[src/design/bclru_pkg.sv]
// Shared types and constants for the block cache directory.
// Operation and status codes, controller states, command/status structs.
// No dependencies.
`timescale 1ns / 1ps

package bclru_pkg;

  localparam int NUM_ENTRIES_DEF = 16;
  localparam int STAMP_BITS_DEF  = 32;

  localparam int KIND_W    = 3;
  localparam int ARK_W     = 8;
  localparam int BLK_W     = 24;
  localparam int TAG_W     = ARK_W + BLK_W;
  localparam int STATUS_W  = 2;
  localparam int OUT_IDX_W = 4;
  localparam int S_DATA_W  = 40;
  localparam int M_DATA_W  = 40;

  typedef enum logic [KIND_W-1:0] {
    KIND_LOOKUP      = 3'd0,
    KIND_START_READ  = 3'd1,
    KIND_READ_ISSUED = 3'd2,
    KIND_READ_DONE   = 3'd3,
    KIND_WRITE_OFFER = 3'd4,
    KIND_WRITE_DONE  = 3'd5,
    KIND_SPINUP      = 3'd6
  } kind_t;

  typedef enum logic [STATUS_W-1:0] {
    ST_OK   = 2'd0,
    ST_MISS = 2'd1,
    ST_BUSY = 2'd2
  } status_t;

  typedef enum logic [2:0] {
    S_IDLE,
    S_SCAN,
    S_DRAIN,
    S_TAGRD,
    S_APPLY
  } state_t;

  typedef struct packed {
    logic latch_in;
    logic scan_step;
    logic tag_read;
    logic apply;
  } cmd_t;

  typedef struct packed {
    logic scan_last;
  } stat_t;

endpackage

[src/design/bclru_ram.sv]
// Generic single-write, single-read RAM with registered read data.
// Read data holds while rd_en is low. No dependencies.
`timescale 1ns / 1ps

module bclru_ram #(
  parameter int WIDTH = 32,
  parameter int DEPTH = 16
) (
  input  logic                     clk,
  input  logic                     wr_en,
  input  logic [$clog2(DEPTH)-1:0] wr_addr,
  input  logic [WIDTH-1:0]         wr_data,
  input  logic                     rd_en,
  input  logic [$clog2(DEPTH)-1:0] rd_addr,
  output logic [WIDTH-1:0]         rd_data
);

  logic [WIDTH-1:0] mem [DEPTH];

  always_ff @(posedge clk) begin
    if (wr_en) begin
      mem[wr_addr] <= wr_data;
    end
    if (rd_en) begin
      rd_data <= mem[rd_addr];
    end
  end

endmodule

[src/design/bclru_ctrl.sv]
// Controller state machine for the block cache directory.
// Sequences accept, entry scan, tag read and commit. Uses bclru_pkg.
`timescale 1ns / 1ps

module bclru_ctrl (
  input  logic              clk,
  input  logic              rst,
  input  logic              s_tvalid,
  output logic              s_tready,
  output logic              m_tvalid,
  input  logic              m_tready,
  output bclru_pkg::cmd_t   cmd,
  input  bclru_pkg::stat_t  stat
);

  bclru_pkg::state_t state;
  bclru_pkg::state_t state_next;
  logic              m_tvalid_next;
  logic              out_free;

  assign out_free = !m_tvalid || m_tready;

  always_ff @(posedge clk) begin
    if (rst) begin
      state    <= bclru_pkg::S_IDLE;
      m_tvalid <= 1'b0;
    end else begin
      state    <= state_next;
      m_tvalid <= m_tvalid_next;
    end
  end

  always_comb begin
    state_next = state;
    unique case (state)
      bclru_pkg::S_IDLE:  if (s_tvalid) state_next = bclru_pkg::S_SCAN;
      bclru_pkg::S_SCAN:  if (stat.scan_last) state_next = bclru_pkg::S_DRAIN;
      bclru_pkg::S_DRAIN: state_next = bclru_pkg::S_TAGRD;
      bclru_pkg::S_TAGRD: state_next = bclru_pkg::S_APPLY;
      bclru_pkg::S_APPLY: if (out_free) state_next = bclru_pkg::S_IDLE;
      default:            state_next = bclru_pkg::S_IDLE;
    endcase
  end

  always_comb begin
    s_tready      = 1'b0;
    cmd           = '0;
    unique case (state)
      bclru_pkg::S_IDLE: begin
        s_tready     = 1'b1;
        cmd.latch_in = s_tvalid;
      end
      bclru_pkg::S_SCAN:  cmd.scan_step = 1'b1;
      bclru_pkg::S_DRAIN: cmd = '0;
      bclru_pkg::S_TAGRD: cmd.tag_read = 1'b1;
      bclru_pkg::S_APPLY: cmd.apply = out_free;
      default:            cmd = '0;
    endcase
    if (cmd.apply) begin
      m_tvalid_next = 1'b1;
    end else if (m_tready) begin
      m_tvalid_next = 1'b0;
    end else begin
      m_tvalid_next = m_tvalid;
    end
  end

  // no second word taken before the first is committed
  a_one_in_flight: assert property (@(posedge clk) disable iff (rst)
    (s_tvalid && s_tready) |=> !s_tready)
    else $error("word accepted while another is in progress");

  // a commit always shows up as a pending result
  a_apply_shows: assert property (@(posedge clk) disable iff (rst)
    cmd.apply |=> m_tvalid)
    else $error("commit did not raise m_tvalid");

  // datapath commands are mutually exclusive
  a_cmd_excl: assert property (@(posedge clk) disable iff (rst)
    $onehot0({cmd.latch_in, cmd.scan_step, cmd.tag_read, cmd.apply}))
    else $error("overlapping datapath commands");

endmodule

[src/design/bclru_dp.sv]
// Datapath for the block cache directory: entry state, stamp counter,
// serial scan compare unit, commit logic and result register.
// Uses bclru_pkg and bclru_ram.
`timescale 1ns / 1ps

module bclru_dp #(
  parameter int NUM_ENTRIES = bclru_pkg::NUM_ENTRIES_DEF,
  parameter int STAMP_BITS  = bclru_pkg::STAMP_BITS_DEF
) (
  input  logic                              clk,
  input  logic                              rst,
  input  bclru_pkg::cmd_t                   cmd,
  output bclru_pkg::stat_t                  stat,
  input  logic [bclru_pkg::KIND_W-1:0]      in_kind,
  input  logic [bclru_pkg::ARK_W-1:0]       in_ark,
  input  logic [bclru_pkg::BLK_W-1:0]       in_blk,
  input  logic                              in_failed,
  input  logic                              in_accepted,
  output logic [bclru_pkg::STATUS_W-1:0]    out_status,
  output logic [bclru_pkg::OUT_IDX_W-1:0]   out_index,
  output logic [bclru_pkg::ARK_W-1:0]       out_ark,
  output logic [bclru_pkg::BLK_W-1:0]       out_blk
);

  localparam int IDX_W = $clog2(NUM_ENTRIES);
  localparam int EXT_W = IDX_W + bclru_pkg::OUT_IDX_W;

  // latched item
  bclru_pkg::kind_t              kind_q;
  logic [bclru_pkg::ARK_W-1:0]   ark_q;
  logic [bclru_pkg::BLK_W-1:0]   blk_q;
  logic                          failed_q;
  logic                          accepted_q;

  // per-entry flags
  logic [NUM_ENTRIES-1:0] tag_valid;
  logic [NUM_ENTRIES-1:0] written;
  logic [NUM_ENTRIES-1:0] stamp_set;

  logic [STAMP_BITS-1:0] counter;
  logic [STAMP_BITS-1:0] counter_next;
  logic                  reading_active;
  logic [IDX_W-1:0]      reading_entry;
  logic                  writing_active;
  logic [IDX_W-1:0]      writing_entry;

  // scan unit
  logic [IDX_W-1:0]      scan_cnt;
  logic                  cmp_vld;
  logic [IDX_W-1:0]      cmp_idx;
  logic                  found;
  logic [IDX_W-1:0]      found_idx;
  logic                  best_valid;
  logic [IDX_W-1:0]      best_idx;
  logic [STAMP_BITS-1:0] best_stamp;

  logic [bclru_pkg::TAG_W-1:0] tag_rd;
  logic [STAMP_BITS-1:0]       stamp_ram_rd;
  logic [STAMP_BITS-1:0]       stamp_rd;
  logic                        excl;
  logic                        take;
  logic                        match;

  // commit decisions
  bclru_pkg::status_t status_c;
  logic [IDX_W-1:0]   e_c;
  logic               show_c;
  logic               refresh_c;
  logic               claim_c;
  logic               mark_written_c;
  logic               ra_n;
  logic [IDX_W-1:0]   re_n;
  logic               wa_n;
  logic [IDX_W-1:0]   we_n;
  logic [EXT_W-1:0]   e_ext;

  assign stat.scan_last = (scan_cnt == IDX_W'(NUM_ENTRIES - 1));

  bclru_ram #(
    .WIDTH (bclru_pkg::TAG_W),
    .DEPTH (NUM_ENTRIES)
  ) u_tag_ram (
    .clk     (clk),
    .wr_en   (cmd.apply && claim_c),
    .wr_addr (e_c),
    .wr_data ({blk_q, ark_q}),
    .rd_en   (cmd.scan_step || cmd.tag_read),
    .rd_addr (cmd.tag_read ? best_idx : scan_cnt),
    .rd_data (tag_rd)
  );

  bclru_ram #(
    .WIDTH (STAMP_BITS),
    .DEPTH (NUM_ENTRIES)
  ) u_stamp_ram (
    .clk     (clk),
    .wr_en   (cmd.apply && refresh_c),
    .wr_addr (e_c),
    .wr_data (counter_next),
    .rd_en   (cmd.scan_step),
    .rd_addr (scan_cnt),
    .rd_data (stamp_ram_rd)
  );

  // an entry whose stamp was never written reads as its reset stamp
  always_comb begin
    stamp_rd = stamp_set[cmp_idx] ? stamp_ram_rd
                                  : STAMP_BITS'(cmp_idx) + STAMP_BITS'(1);
    excl = (writing_active && writing_entry == cmp_idx) ||
           (reading_active && reading_entry == cmp_idx) ||
           (kind_q == bclru_pkg::KIND_WRITE_OFFER && written[cmp_idx]);
    if (kind_q == bclru_pkg::KIND_SPINUP) begin
      take = stamp_rd > best_stamp;
    end else begin
      take = !excl && (stamp_rd < best_stamp);
    end
    match = tag_valid[cmp_idx] && (tag_rd == {blk_q, ark_q});
  end

  assign counter_next = (counter != '1) ? counter + STAMP_BITS'(1) : counter;

  always_ff @(posedge clk) begin
    if (cmd.latch_in) begin
      kind_q     <= bclru_pkg::kind_t'(in_kind);
      ark_q      <= in_ark;
      blk_q      <= in_blk;
      failed_q   <= in_failed;
      accepted_q <= in_accepted;
    end
  end

  // scan: one entry per cycle, compare in the cycle after the read
  always_ff @(posedge clk) begin
    if (rst) begin
      scan_cnt   <= '0;
      cmp_vld    <= 1'b0;
      cmp_idx    <= '0;
      found      <= 1'b0;
      found_idx  <= '0;
      best_valid <= 1'b0;
      best_idx   <= '0;
      best_stamp <= '0;
    end else begin
      cmp_vld <= cmd.scan_step;
      cmp_idx <= scan_cnt;
      if (cmd.latch_in) begin
        scan_cnt  <= '0;
        found     <= 1'b0;
        found_idx <= '0;
        best_idx  <= '0;
        if (in_kind == bclru_pkg::KIND_SPINUP) begin
          best_valid <= 1'b1;
          best_stamp <= '0;
        end else begin
          best_valid <= 1'b0;
          best_stamp <= counter;
        end
      end else begin
        if (cmd.scan_step) begin
          scan_cnt <= scan_cnt + IDX_W'(1);
        end
        if (cmp_vld) begin
          if (!found && match) begin
            found     <= 1'b1;
            found_idx <= cmp_idx;
          end
          if (take) begin
            best_valid <= 1'b1;
            best_idx   <= cmp_idx;
            best_stamp <= stamp_rd;
          end
        end
      end
    end
  end

  always_comb begin
    status_c       = bclru_pkg::ST_MISS;
    e_c            = '0;
    show_c         = 1'b0;
    refresh_c      = 1'b0;
    claim_c        = 1'b0;
    mark_written_c = 1'b0;
    ra_n           = reading_active;
    re_n           = reading_entry;
    wa_n           = writing_active;
    we_n           = writing_entry;
    case (kind_q)
      bclru_pkg::KIND_LOOKUP: begin
        if (found && !(reading_active && reading_entry == found_idx)) begin
          status_c  = bclru_pkg::ST_OK;
          e_c       = found_idx;
          refresh_c = 1'b1;
        end
      end
      bclru_pkg::KIND_START_READ: begin
        if (reading_active) begin
          status_c = bclru_pkg::ST_BUSY;
        end else if (best_valid) begin
          status_c = bclru_pkg::ST_OK;
          e_c      = best_idx;
          claim_c  = 1'b1;
          ra_n     = 1'b1;
          re_n     = best_idx;
        end
      end
      bclru_pkg::KIND_READ_ISSUED: begin
        if (reading_active) begin
          status_c = bclru_pkg::ST_OK;
          e_c      = reading_entry;
          if (failed_q) begin
            ra_n = 1'b0;
          end else begin
            refresh_c = 1'b1;
          end
        end
      end
      bclru_pkg::KIND_READ_DONE: begin
        if (reading_active) begin
          status_c  = bclru_pkg::ST_OK;
          e_c       = reading_entry;
          refresh_c = 1'b1;
          ra_n      = 1'b0;
        end
      end
      bclru_pkg::KIND_WRITE_OFFER: begin
        if (writing_active) begin
          status_c = bclru_pkg::ST_BUSY;
        end else if (best_valid) begin
          status_c       = bclru_pkg::ST_OK;
          e_c            = best_idx;
          show_c         = 1'b1;
          mark_written_c = 1'b1;
          if (accepted_q) begin
            wa_n = 1'b1;
            we_n = best_idx;
          end
        end
      end
      bclru_pkg::KIND_WRITE_DONE: begin
        if (writing_active) begin
          status_c = bclru_pkg::ST_OK;
          e_c      = writing_entry;
          wa_n     = 1'b0;
        end
      end
      bclru_pkg::KIND_SPINUP: begin
        if (reading_active) begin
          status_c = bclru_pkg::ST_BUSY;
        end else begin
          status_c = bclru_pkg::ST_OK;
          e_c      = best_idx;
          show_c   = 1'b1;
          ra_n     = 1'b1;
          re_n     = best_idx;
        end
      end
      default: status_c = bclru_pkg::ST_MISS;
    endcase
  end

  assign e_ext = EXT_W'(e_c);

  always_ff @(posedge clk) begin
    if (rst) begin
      tag_valid      <= '0;
      written        <= '1;
      stamp_set      <= '0;
      counter        <= STAMP_BITS'(NUM_ENTRIES);
      reading_active <= 1'b0;
      reading_entry  <= '0;
      writing_active <= 1'b0;
      writing_entry  <= '0;
    end else if (cmd.apply) begin
      reading_active <= ra_n;
      reading_entry  <= re_n;
      writing_active <= wa_n;
      writing_entry  <= we_n;
      if (refresh_c) begin
        counter        <= counter_next;
        stamp_set[e_c] <= 1'b1;
      end
      if (claim_c) begin
        tag_valid[e_c] <= 1'b1;
        written[e_c]   <= 1'b0;
      end
      if (mark_written_c) begin
        written[e_c] <= 1'b1;
      end
    end
  end

  // result register, loaded on commit
  always_ff @(posedge clk) begin
    if (cmd.apply) begin
      out_status <= status_c;
      if (status_c == bclru_pkg::ST_OK) begin
        out_index <= e_ext[bclru_pkg::OUT_IDX_W-1:0];
      end else begin
        out_index <= '0;
      end
      if (status_c == bclru_pkg::ST_OK && show_c && tag_valid[e_c]) begin
        out_ark <= tag_rd[bclru_pkg::ARK_W-1:0];
        out_blk <= tag_rd[bclru_pkg::TAG_W-1:bclru_pkg::ARK_W];
      end else begin
        out_ark <= '0;
        out_blk <= '0;
      end
    end
  end

  // stamp counter only moves forward
  a_counter_mono: assert property (@(posedge clk) disable iff (rst)
    1'b1 |=> counter >= $past(counter))
    else $error("stamp counter went backwards");

  // a read never claims the entry being written
  a_claim_free: assert property (@(posedge clk) disable iff (rst)
    (cmd.apply && claim_c) |-> !(writing_active && writing_entry == e_c))
    else $error("read claimed the writing entry");

  // a lookup match always points at a valid entry
  a_found_valid: assert property (@(posedge clk) disable iff (rst)
    found |-> tag_valid[found_idx])
    else $error("match on an invalid entry");

endmodule

[src/design/block_cache_lru_timestamp.sv]
// Top level of the fully associative block cache directory (timestamp LRU).
// Joins the controller and the datapath. Uses bclru_pkg, bclru_ctrl,
// bclru_dp (which holds two bclru_ram instances).
//
//  channel  | dir | tdata (lsb up)                             | tuser
//  ---------+-----+--------------------------------------------+-----------
//  s_*      | in  | ark_number, block_number, failed, accepted | kind
//  m_*      | out | entry_index, entry_ark, entry_block        | status
//
// The result register loads at commit, after these steps in order: the tag and
// stamp RAMs are read one entry per cycle through a single compare unit, then
// a drain step, a tag read for the chosen entry and the commit itself. The
// next word is taken only in the idle state, so no word is accepted before
// the previous one is committed. Reset is synchronous; per-entry flags stand
// for the reset tags and stamps, so no clearing pass is needed.
// A result waiting on m_tready does not block acceptance of the next word;
// that word stalls only at commit until the result register is free.
`timescale 1ns / 1ps

module block_cache_lru_timestamp #(
  parameter int NUM_ENTRIES = bclru_pkg::NUM_ENTRIES_DEF,
  parameter int STAMP_BITS  = bclru_pkg::STAMP_BITS_DEF
) (
  input  logic                               clk,
  input  logic                               rst,
  input  logic                               s_tvalid,
  output logic                               s_tready,
  // [7:0] ark_number, [31:8] block_number, [32] failed, [33] accepted
  input  logic [bclru_pkg::S_DATA_W-1:0]     s_tdata,
  // [2:0] kind
  input  logic [bclru_pkg::KIND_W-1:0]       s_tuser,
  output logic                               m_tvalid,
  input  logic                               m_tready,
  // [3:0] entry_index, [11:4] entry_ark, [35:12] entry_block
  output logic [bclru_pkg::M_DATA_W-1:0]     m_tdata,
  // [1:0] status
  output logic [bclru_pkg::STATUS_W-1:0]     m_tuser
);

  localparam int OUT_USED = bclru_pkg::OUT_IDX_W + bclru_pkg::TAG_W;

  bclru_pkg::cmd_t  cmd;
  bclru_pkg::stat_t stat;

  logic [bclru_pkg::OUT_IDX_W-1:0] out_index;
  logic [bclru_pkg::ARK_W-1:0]     out_ark;
  logic [bclru_pkg::BLK_W-1:0]     out_blk;

  bclru_ctrl u_ctrl (
    .clk      (clk),
    .rst      (rst),
    .s_tvalid (s_tvalid),
    .s_tready (s_tready),
    .m_tvalid (m_tvalid),
    .m_tready (m_tready),
    .cmd      (cmd),
    .stat     (stat)
  );

  bclru_dp #(
    .NUM_ENTRIES (NUM_ENTRIES),
    .STAMP_BITS  (STAMP_BITS)
  ) u_dp (
    .clk         (clk),
    .rst         (rst),
    .cmd         (cmd),
    .stat        (stat),
    .in_kind     (s_tuser),
    .in_ark      (s_tdata[7:0]),
    .in_blk      (s_tdata[31:8]),
    .in_failed   (s_tdata[32]),
    .in_accepted (s_tdata[33]),
    .out_status  (m_tuser),
    .out_index   (out_index),
    .out_ark     (out_ark),
    .out_blk     (out_blk)
  );

  // pack the result word, pad bits held at zero
  assign m_tdata = {{(bclru_pkg::M_DATA_W - OUT_USED){1'b0}}, out_blk, out_ark, out_index};

endmodule
[config.mk]
export PLATFORM = sky130hd
export DESIGN_NAME = block_cache_lru_timestamp
export DESIGN_NICKNAME = d
export VERILOG_FILES = /design/src/design/bclru_pkg.sv /design/src/design/bclru_ram.sv /design/src/design/bclru_ctrl.sv /design/src/design/bclru_dp.sv /design/src/design/block_cache_lru_timestamp.sv
export SDC_FILE = /design/constraint.sdc
export NUM_CORES = 2
export LEC_CHECK = 0
export ABC_AREA = 1
export BUFFER_PORTS_ARGS = -buffer_cell sky130_fd_sc_hd__buf_2
export CAP_MARGIN = 20
export CORE_MARGIN = 5
export CORE_UTILIZATION = 65
export CTS_BUF_LIST = sky130_fd_sc_hd__clkbuf_16
export DETAILED_ROUTE_END_ITERATION = 10
export PLACE_DENSITY = 0.93
export REMOVE_ABC_BUFFERS = 1
export SYNTH_ARGS = -nofsm -noshare
export SYNTH_HDL_FRONTEND = slang
export SYNTH_SLANG_ARGS = --single-unit
[constraint.sdc]
create_clock -name clk -period 8.4 [get_ports clk]
set_input_delay 0.84 -clock clk [delete_from_list [all_inputs] [get_ports clk]]
set_output_delay 0.84 -clock clk [all_outputs]
set_load 0.01 [all_outputs]
* Word level (Yosys, flattened, before mapping)
Memory sizes are Yosys's and may differ from the RTL's. A register that Yosys moved wholly into a read port is not among the register bits. Cells that the tools add are included.
Storage, ports and cells: memories kept 2, output and inout bits 44, memory bits (read-only) 0, bits in registers 220, bits in latches 0, bits of input ports 47, memory bits (writable) 1024
Memories:
- u_dp.u_stamp_ram.mem | words 16, bits a word 32, rd ports 1, clocked after memory_dff 1, write ports 1, RTL line bclru_ram.sv:18 | logic [WIDTH-1:0] mem [DEPTH];
- u_dp.u_tag_ram.mem | words 16, bits a word 32, rd ports 1, clocked after memory_dff 1, write ports 1, RTL line bclru_ram.sv:18
Cells by class: magnitude comparators 5, shifts and indexed selects 0, equal/unequal tests 23, bitwise logic cells 6, divide/modulo/power cells 0, reductions and logical operators 42, multiply operators 0, $add $sub $neg 3, mux-type cells 79
Operators by type and width (count):
- 32-bit 2-to-1 mux | 6
- 16-bit 2-to-1 mux | 4
- 16-bit bitwise OR | 3
- 4-bit 2-to-1 mux | 11
- 1-bit 2-to-1 mux | 39
- 32-bit by 1-bit adder with 32-bit output, second input constant | 1
- 32-bit equality test | 1
- 32-bit > comparator | 1
- 32-bit < comparator | 1
- 32-bit inequality test, second input constant | 1
- 4-bit one-hot mux with 6 select lines | 1
- 16-bit bitwise AND | 1
- 1-bit binary-select mux with 4-bit select | 4
- 16-bit NOT | 1
- 3-bit equality test, second input constant | 5
- 3-bit one-hot mux with 5 select lines | 1
- 2-bit AND reduction | 7
- 1-bit logical AND | 13
- 3-bit by 2-bit equality test with 1-bit output, second input constant | 4
- 4-bit equality test | 3
- 2-bit one-hot mux with 6 select lines | 1
- 4-bit by 5-bit < comparator with 1-bit output, second input constant | 2
- 5-bit AND reduction | 2
- 2-bit nonzero test | 5
- 22 further kinds | 40

* Depth between registers and ports, before layout
depth in word-level cells 17, depth in mapped cells 31

* Hierarchy
From an unflattened synthesis, not the netlist that was laid out.
Unflattened totals: cell total of the unflattened synthesis 5951, area total of the unflattened synthesis 58448.6 um^2
Modules (own cells, without submodules):
- bclru_ram | sequential area each 16335.7 um^2, times used 2, area an instance 23050.9 um^2, cells each 2120
- bclru_dp | sequential area each 5074.9 um^2, times used 1, area an instance 12062.8 um^2, cells each 1671
- bclru_ctrl | sequential area each 80.1 um^2, times used 1, area an instance 250.2 um^2, cells each 35
- block_cache_lru_timestamp | sequential area each 0.0 um^2, times used 1, area an instance 33.8 um^2, cells each 5

* Worst setup path after synthesis
Ideal clock, no wire load.
kind register to register, start point register u_dp.kind_q[2], end point memory u_dp.u_tag_ram.mem[15][0], enable pin, period minus slack after synthesis 4.472 ns, stages on the path, launching flop included 11, arrival 4.000 ns, buffers on the path 1, slack 3.928 ns, path through edfxtp_1 inv_2 nand2_2 nor2_1 nand2_4 nand3_4 a21oi_4 nand2_4 buf_6 nand2_1 nor3b_1
On the way: cells in the longest elaborated chain, start to end 5, elaborated cells between the ends (all ways) 13, those cells by class 6 x eq/ne; 4 x mux; 3 x reduce/logical
RTL lines:
- start: declaration | RTL line bclru_dp.sv:29 | bclru_pkg::kind_t kind_q;
- start signal: assignment | RTL line bclru_dp.sv:124 | kind_q <= bclru_pkg::kind_t'(in_kind);
- 3-bit by 1-bit equality test with 1-bit output | RTL line bclru_dp.sv:188 | case (kind_q)
- 1-bit 2-to-1 mux | RTL line bclru_dp.sv:188
- 1-bit logical AND | RTL line bclru_dp.sv:84 | .wr_en (cmd.apply && claim_c),
- 1-bit 2-to-1 mux | RTL line bclru_ram.sv:21 | if (wr_en) begin
- 1-bit 2-to-1 mux (not written as such) | RTL line bclru_ram.sv:22 | mem[wr_addr] <= wr_data;
- end: declaration | RTL line bclru_ram.sv:18
Parallel ways exist; a longest one is shown, timed or not.

* Worst setup path in the final report
start point register u_dp.cmp_idx[1], end point register u_dp.best_idx[1]
On the way: cells in the longest elaborated chain, start to end 8, elaborated cells between the ends (all ways) 19, those cells by class 1 x add/sub; 2 x order compare; 2 x eq/ne; 6 x mux; 8 x reduce/logical
RTL lines:
- start: declaration | RTL line bclru_dp.sv:50 | logic [IDX_W-1:0] cmp_idx;
- start signal: assignment | RTL line bclru_dp.sv:145 | cmp_idx <= scan_cnt;
- branches (longest 8 deep; another with 32-bit < comparator)
- end signal: assignment | RTL line bclru_dp.sv:169 | best_idx <= cmp_idx;
- end: declaration | RTL line bclru_dp.sv:54 | logic [IDX_W-1:0] best_idx;
Parallel ways; which one is timed is not known. The select of a mux whose other input is x is not followed. A chain may end at the register's enable or synchronous reset.

==> flow_summary.html <==
<table>
<tr><th>Metric</th><th>Value</th></tr>
<tr><th colspan="2">Run status</th></tr>
<tr><td>Run status</td><td>finished, final reports clean</td></tr>
<tr><th colspan="2">Timing</th></tr>
<tr><td>Pins Over Slew Limit</td><td>0</td></tr>
<tr><td>Maximum frequency from static timing analysis</td><td>slightly below 200 MHz</td></tr>
<tr><td>Crit path time final</td><td>5080 ps</td></tr>
<tr><td>Final setup skew</td><td>25.4 ps</td></tr>
<tr><td>Post-route worst setup slack</td><td>3320 ps</td></tr>
<tr><td>Least-Margin Pin Slew</td><td>1220 ps</td></tr>
<tr><td>Setup tns final</td><td>0 ps</td></tr>
<tr><td>Share of the cycle needed by the critical path after routing</td><td>60.5%</td></tr>
<tr><td>Final Hold Fails</td><td>0</td></tr>
<tr><td>Final count of negative-setup-slack endpoints</td><td>0</td></tr>
<tr><td>Setup repair after global routing missed its margin</td><td>no</td></tr>
<tr><td>Slew Limit Headroom</td><td>18.7%</td></tr>
<tr><th colspan="2">Worst setup path</th></tr>
<tr><td>R2r setup slk</td><td>3320 ps</td></tr>
<tr><td>Critical path start-end classification</td><td>flip-flop to flip-flop</td></tr>
<tr><td>Critical path arrival</td><td>5670 ps</td></tr>
<tr><td>Crit-path max FO</td><td>51</td></tr>
<tr><td>Kind of end point of the critical path</td><td>flip-flop</td></tr>
<tr><td>FF-to-FF path depth</td><td>22</td></tr>
<tr><td>CP startpoint kind</td><td>flip-flop</td></tr>
<tr><td>R2R Path End</td><td>u_dp.best_idx[1]</td></tr>
<tr><td>Worst r2r src</td><td>u_dp.cmp_idx[1]</td></tr>
<tr><td>Required time worst endpoint</td><td>8990 ps</td></tr>
<tr><th colspan="2">Synthesis</th></tr>
<tr><td>Synthesized instance count</td><td>4578</td></tr>
<tr><td>Cell accounting for the most synthesized area</td><td>sky130_fd_sc_hd__edfxtp_1</td></tr>
<tr><td>Top cells by count, synth</td><td>1163 x sky130_fd_sc_hd__edfxtp_1, 710 x sky130_fd_sc_hd__nor2_1, 604 x sky130_fd_sc_hd__o21ai_0</td></tr>
<tr><td>Ys Warns</td><td>0</td></tr>
<tr><td>Fraction of registers with async set/reset</td><td>0%</td></tr>
<tr><td>Syn Std Cell Area</td><td>53600 sq um</td></tr>
<tr><td>Number of enable-type register cells in the synthesized netlist</td><td>1163</td></tr>
<tr><td>Number of register bits inferred by synthesis</td><td>1308</td></tr>
<tr><td>Dominant cells by area after synthesis</td><td>sky130_fd_sc_hd__edfxtp_1 65%, sky130_fd_sc_hd__o21ai_0 5.6%, sky130_fd_sc_hd__dfxtp_1 5.4%, sky130_fd_sc_hd__nor2_1 5.0%, sky130_fd_sc_hd__nand2_1 3.5%</td></tr>
<tr><td>Average cell area after synthesis</td><td>11.7 sq um</td></tr>
<tr><td>Top-area cell type share of the netlist area</td><td>65.1%</td></tr>
<tr><td>Number of distinct standard cells referenced by the synthesized netlist</td><td>47</td></tr>
<tr><td>Post-synth top flop</td><td>sky130_fd_sc_hd__edfxtp_1</td></tr>
<tr><td>Share of synthesized area occupied by flip-flops and latches</td><td>70.5%</td></tr>
<tr><td>Most repeated cell in the gate-level netlist after synthesis</td><td>sky130_fd_sc_hd__edfxtp_1</td></tr>
<tr><th colspan="2">Flow run</th></tr>
<tr><td>Max-cap check violation count</td><td>0</td></tr>
<tr><th colspan="2">Worst hold path</th></tr>
<tr><td>Type of the most critical hold path</td><td>input pin to flip-flop</td></tr>
<tr><td>Depth of the worst hold-timing path</td><td>1</td></tr>
<tr><td>Endpoint with the worst hold slack</td><td>u_dp.accepted_q</td></tr>
<tr><td>Worst Min Path Start</td><td>s_tdata[33]</td></tr>
<tr><th colspan="2">Power</th></tr>
<tr><td>Max IR drop VDD</td><td>197 uV</td></tr>
<tr><td>Areal power density over the cells</td><td>247 nW/um^2</td></tr>
<tr><td>Leakage power</td><td>20.4 nW</td></tr>
<tr><th colspan="2">Route</th></tr>
<tr><td>Final WL</td><td>149 mm</td></tr>
<tr><td>DRC viols</td><td>0</td></tr>
<tr><td>Vias after detailed routing</td><td>39100</td></tr>
<tr><td>Via/cell ratio</td><td>6.83</td></tr>
<tr><td>DRC violation total after the first TritonRoute iteration</td><td>7228</td></tr>
<tr><td>Final routed wire length divided by cell count</td><td>about 26 um</td></tr>
<tr><td>Count of TritonRoute iterations in the first routing pass</td><td>9</td></tr>
<tr><td>Final ANT Viol Nets</td><td>0</td></tr>
<tr><th colspan="2">Die</th></tr>
<tr><td>Effective utilization at floorplan</td><td>65.4%</td></tr>
<tr><td>Die width</td><td>297 um</td></tr>
<tr><td>Die area</td><td>88300 sq um</td></tr>
<tr><td>Floorplan core area</td><td>82000 sq um</td></tr>
<tr><td>FP Rows</td><td>105</td></tr>
<tr><td>Die Span Y</td><td>297 um</td></tr>
<tr><td>Number of top-level pins</td><td>91</td></tr>
<tr><th colspan="2">Placed design</th></tr>
<tr><td>Number of port buffers</td><td>80</td></tr>
<tr><td>Pre-CTS WS</td><td>3600 ps</td></tr>
<tr><td>DP HPWL</td><td>between 70 and 80 mm</td></tr>
<tr><td>Final weighted congestion in routability-driven placement</td><td>0.948</td></tr>
<tr><td>Total instance count after detailed placement</td><td>5496</td></tr>
<tr><td>Instance area at placement</td><td>roughly 55000 sq um</td></tr>
<tr><th colspan="2">Global routing</th></tr>
<tr><td>Number of antenna violations at the first check in global routing</td><td>0</td></tr>
<tr><td>Wire length of the first global-routing pass</td><td>around 220 mm</td></tr>
<tr><td>Highest-utilization routing layer at the global route stage</td><td>met2</td></tr>
<tr><td>Global-route total usage across every layer</td><td>32.2%</td></tr>
<tr><td>Number of global-route vias before repair</td><td>38200</td></tr>
<tr><td>Remaining Overflow, GRT</td><td>0</td></tr>
<tr><td>M1 GR Usage</td><td>40.3%</td></tr>
<tr><td>Routing usage on met3</td><td>7.33%</td></tr>
<tr><td>Met2 track utilization from global routing</td><td>between 50% and 60%</td></tr>
<tr><td>Largest net degree at the start of global routing</td><td>between 100 and 150</td></tr>
<tr><th colspan="2">Finish</th></tr>
<tr><td>Final cell utilization of the core</td><td>a little over 70%</td></tr>
<tr><td>Number of nets in the layout</td><td>4636</td></tr>
<tr><td>Layout Area Growth over Synthesis</td><td>9.23%</td></tr>
<tr><td>Layout cell share with drive strength beyond 1</td><td>8.83%</td></tr>
<tr><td>N_diodes</td><td>0</td></tr>
<tr><td>Non-filler instance count after layout</td><td>5724</td></tr>
<tr><td>Final std cell area, no fill</td><td>58600 sq um</td></tr>
<tr><th colspan="2">Clock tree</th></tr>
<tr><td>Library cell used as clock root buffer</td><td>sky130_fd_sc_hd__clkbuf_16</td></tr>
<tr><td># hold bufs at CTS</td><td>0</td></tr>
<tr><td>Deepest level of the CTS H-tree</td><td>3</td></tr>
<tr><td>Maximum clock insertion buffer count</td><td>3</td></tr>
<tr><td>TritonCTS clock tree</td><td>built</td></tr>
<tr><td>Reg clk slew, reported paths</td><td>60 ps</td></tr>
<tr><td>Num Clock Sinks</td><td>1308</td></tr>
<tr><td>Number of gates given a new drive strength after cts</td><td>0</td></tr>
<tr><td>Buffer count from post-CTS setup fixing</td><td>0</td></tr>
<tr><td>Worst-skew pair later-pin latency</td><td>710 ps</td></tr>
<tr><td>TritonCTS Buffers</td><td>118</td></tr>
</table>
-- where the power goes --
group / leakage (nW) / internal [mW] / switching [mW]
clock: 1.96 / 2.92 / 2.37
sequential: 11.7 / 7.32 / 0.231
combinational: 6.71 / 0.434 / 1.17
-- worst max-delay path: stages, from the launching register on --
cell,delay [ps]
sky130_fd_sc_hd__dfxtp_1,1000
sky130_fd_sc_hd__inv_1,570
sky130_fd_sc_hd__a21oi_1,240
sky130_fd_sc_hd__o21ai_0,120
sky130_fd_sc_hd__nand3_1,120
sky130_fd_sc_hd__nand3_1,90
sky130_fd_sc_hd__nand2_1,130
sky130_fd_sc_hd__inv_1,60
sky130_fd_sc_hd__buf_4,260
sky130_fd_sc_hd__nor2_1,190
sky130_fd_sc_hd__ha_1,160
sky130_fd_sc_hd__nand2_1,80
sky130_fd_sc_hd__nor2_1,220
sky130_fd_sc_hd__nand4_1,110
sky130_fd_sc_hd__nor3_1,330
sky130_fd_sc_hd__nand4_1,130
sky130_fd_sc_hd__nand2_1,140
sky130_fd_sc_hd__nand2_1,70
sky130_fd_sc_hd__nand3_2,90
sky130_fd_sc_hd__buf_4,450
sky130_fd_sc_hd__inv_1,180
sky130_fd_sc_hd__nor2_1,140
sky130_fd_sc_hd__nor2_1,60
-- logic make-up (layout without fill, tap and decap cells) --
| kind of cell | count (synthesis) | count (layout) | share of synthesized area, % |
|---|---|---|---|
| adders and majority gates | 35 | 35 | 0.817 |
| and+or+nand+nor | 1527 | 1527 | 12.0 |
| buffers and inverters | 598 | 671 | 4.36 |
| other | 1 | 4 | 0.00699 |
| xor gates and xnor gates | 23 | 23 | 0.376 |
| DFF | 1308 | 1308 | 70.5 |
| AOI/OAI and AO/OA | 1086 | 1086 | 11.9 |
-- sequential cells by signal, summed over array words and instances, names as in the netlist, 2 cells and up, named ones only --
register,count
u_dp.found_idx,4
u_dp.out_blk,24
u_dp.scan_cnt,4
u_dp.u_stamp_ram.mem,512
u_dp.u_tag_ram.rd_data,32
u_dp.ark_q,8
u_dp.out_ark,8
u_dp.cmp_idx,4
u_ctrl.state,3
u_dp.out_status,2
u_dp.u_tag_ram.mem,512
u_dp.out_index,4
u_dp.reading_entry,4
u_dp.best_stamp,32
u_dp.best_idx,4
u_dp.blk_q,24
u_dp.counter,32
u_dp.u_stamp_ram.rd_data,32
u_dp.writing_entry,4
u_dp.tag_valid,16
u_dp.stamp_set,16
u_dp.kind_q,3
-- layer usage --
metal  routed length [um]  share of wire [%]  vias to the layer above
li1                     -                  -                    16400
met1                48100                 32                    18100
met2                71100                 48                     3758
met3                20000                 13                      849
met4                 9880                6.6                        0
met5                    0                  0                        -
-- cells in the final DEF, fill, tap and decap left out, types with 13 or more instances in the layout --
master | netlist | final
sky130_fd_sc_hd__buf_2 | 22 | 80
sky130_fd_sc_hd__clkbuf_16 | 0 | 122
sky130_fd_sc_hd__buf_4 | 4 | 41
sky130_fd_sc_hd__clkinv_2 | 0 | 30
sky130_fd_sc_hd__nand4_1 | 15 | 15
sky130_fd_sc_hd__nand2_2 | 11 | 13
sky130_fd_sc_hd__inv_2 | 15 | 43
sky130_fd_sc_hd__nand3_1 | 214 | 213
sky130_fd_sc_hd__clkinv_1 | 1 | 28
sky130_fd_sc_hd__ha_1 | 35 | 35
sky130_fd_sc_hd__edfxtp_1 | 1163 | 1163
sky130_fd_sc_hd__inv_1 | 306 | 301
sky130_fd_sc_hd__nor3_1 | 30 | 30
sky130_fd_sc_hd__o21ai_0 | 604 | 604
sky130_fd_sc_hd__o211ai_1 | 53 | 53
sky130_fd_sc_hd__nor2_1 | 710 | 708
sky130_fd_sc_hd__a211oi_1 | 31 | 31
sky130_fd_sc_hd__a21oi_1 | 105 | 105
sky130_fd_sc_hd__o22ai_1 | 119 | 119
sky130_fd_sc_hd__nand2_1 | 493 | 491
sky130_fd_sc_hd__o221ai_1 | 142 | 142
sky130_fd_sc_hd__xor2_1 | 14 | 14
sky130_fd_sc_hd__dfxtp_1 | 145 | 142
sky130_fd_sc_hd__nor3_2 | 30 | 30
-- worst max path at each step --
stage	start	end	slack, ps
floorplan	u_dp.scan_cnt[0]	u_dp.u_tag_ram.rd_data[30]	-16420
global placement	u_dp.cmp_idx[1]	u_dp.best_idx[0]	3680
detailed placement	u_dp.cmp_idx[1]	u_dp.best_idx[1]	3600
CTS	u_dp.cmp_idx[1]	u_dp.best_idx[1]	3560
global route	u_dp.cmp_idx[1]	u_dp.best_idx[1]	3100
finish	u_dp.cmp_idx[1]	u_dp.best_idx[1]	3320
-- metrics by stage --
stage	hold slack (ps)	power [mW]
after detailed placement	445	9.17
after global placement	435	9.07
final	317	14.4
after floorplan	420	8.68
after global routing	303	14.9
after CTS	302	14.3
-- area by class of cell --
cell class / instances / area (sq um)
clock inverters: 98 / 709
flip-flops and latches: 1308 / 37800
clock buffers: 122 / 3050
multi-input cells: 2675 / 13500
fillers: 4758 / 23400
well taps: 1070 / 1340
inverters: 322 / 1220
repair buffers: 129 / 868
Note: power is estimated with default switching activity, not from simulation.
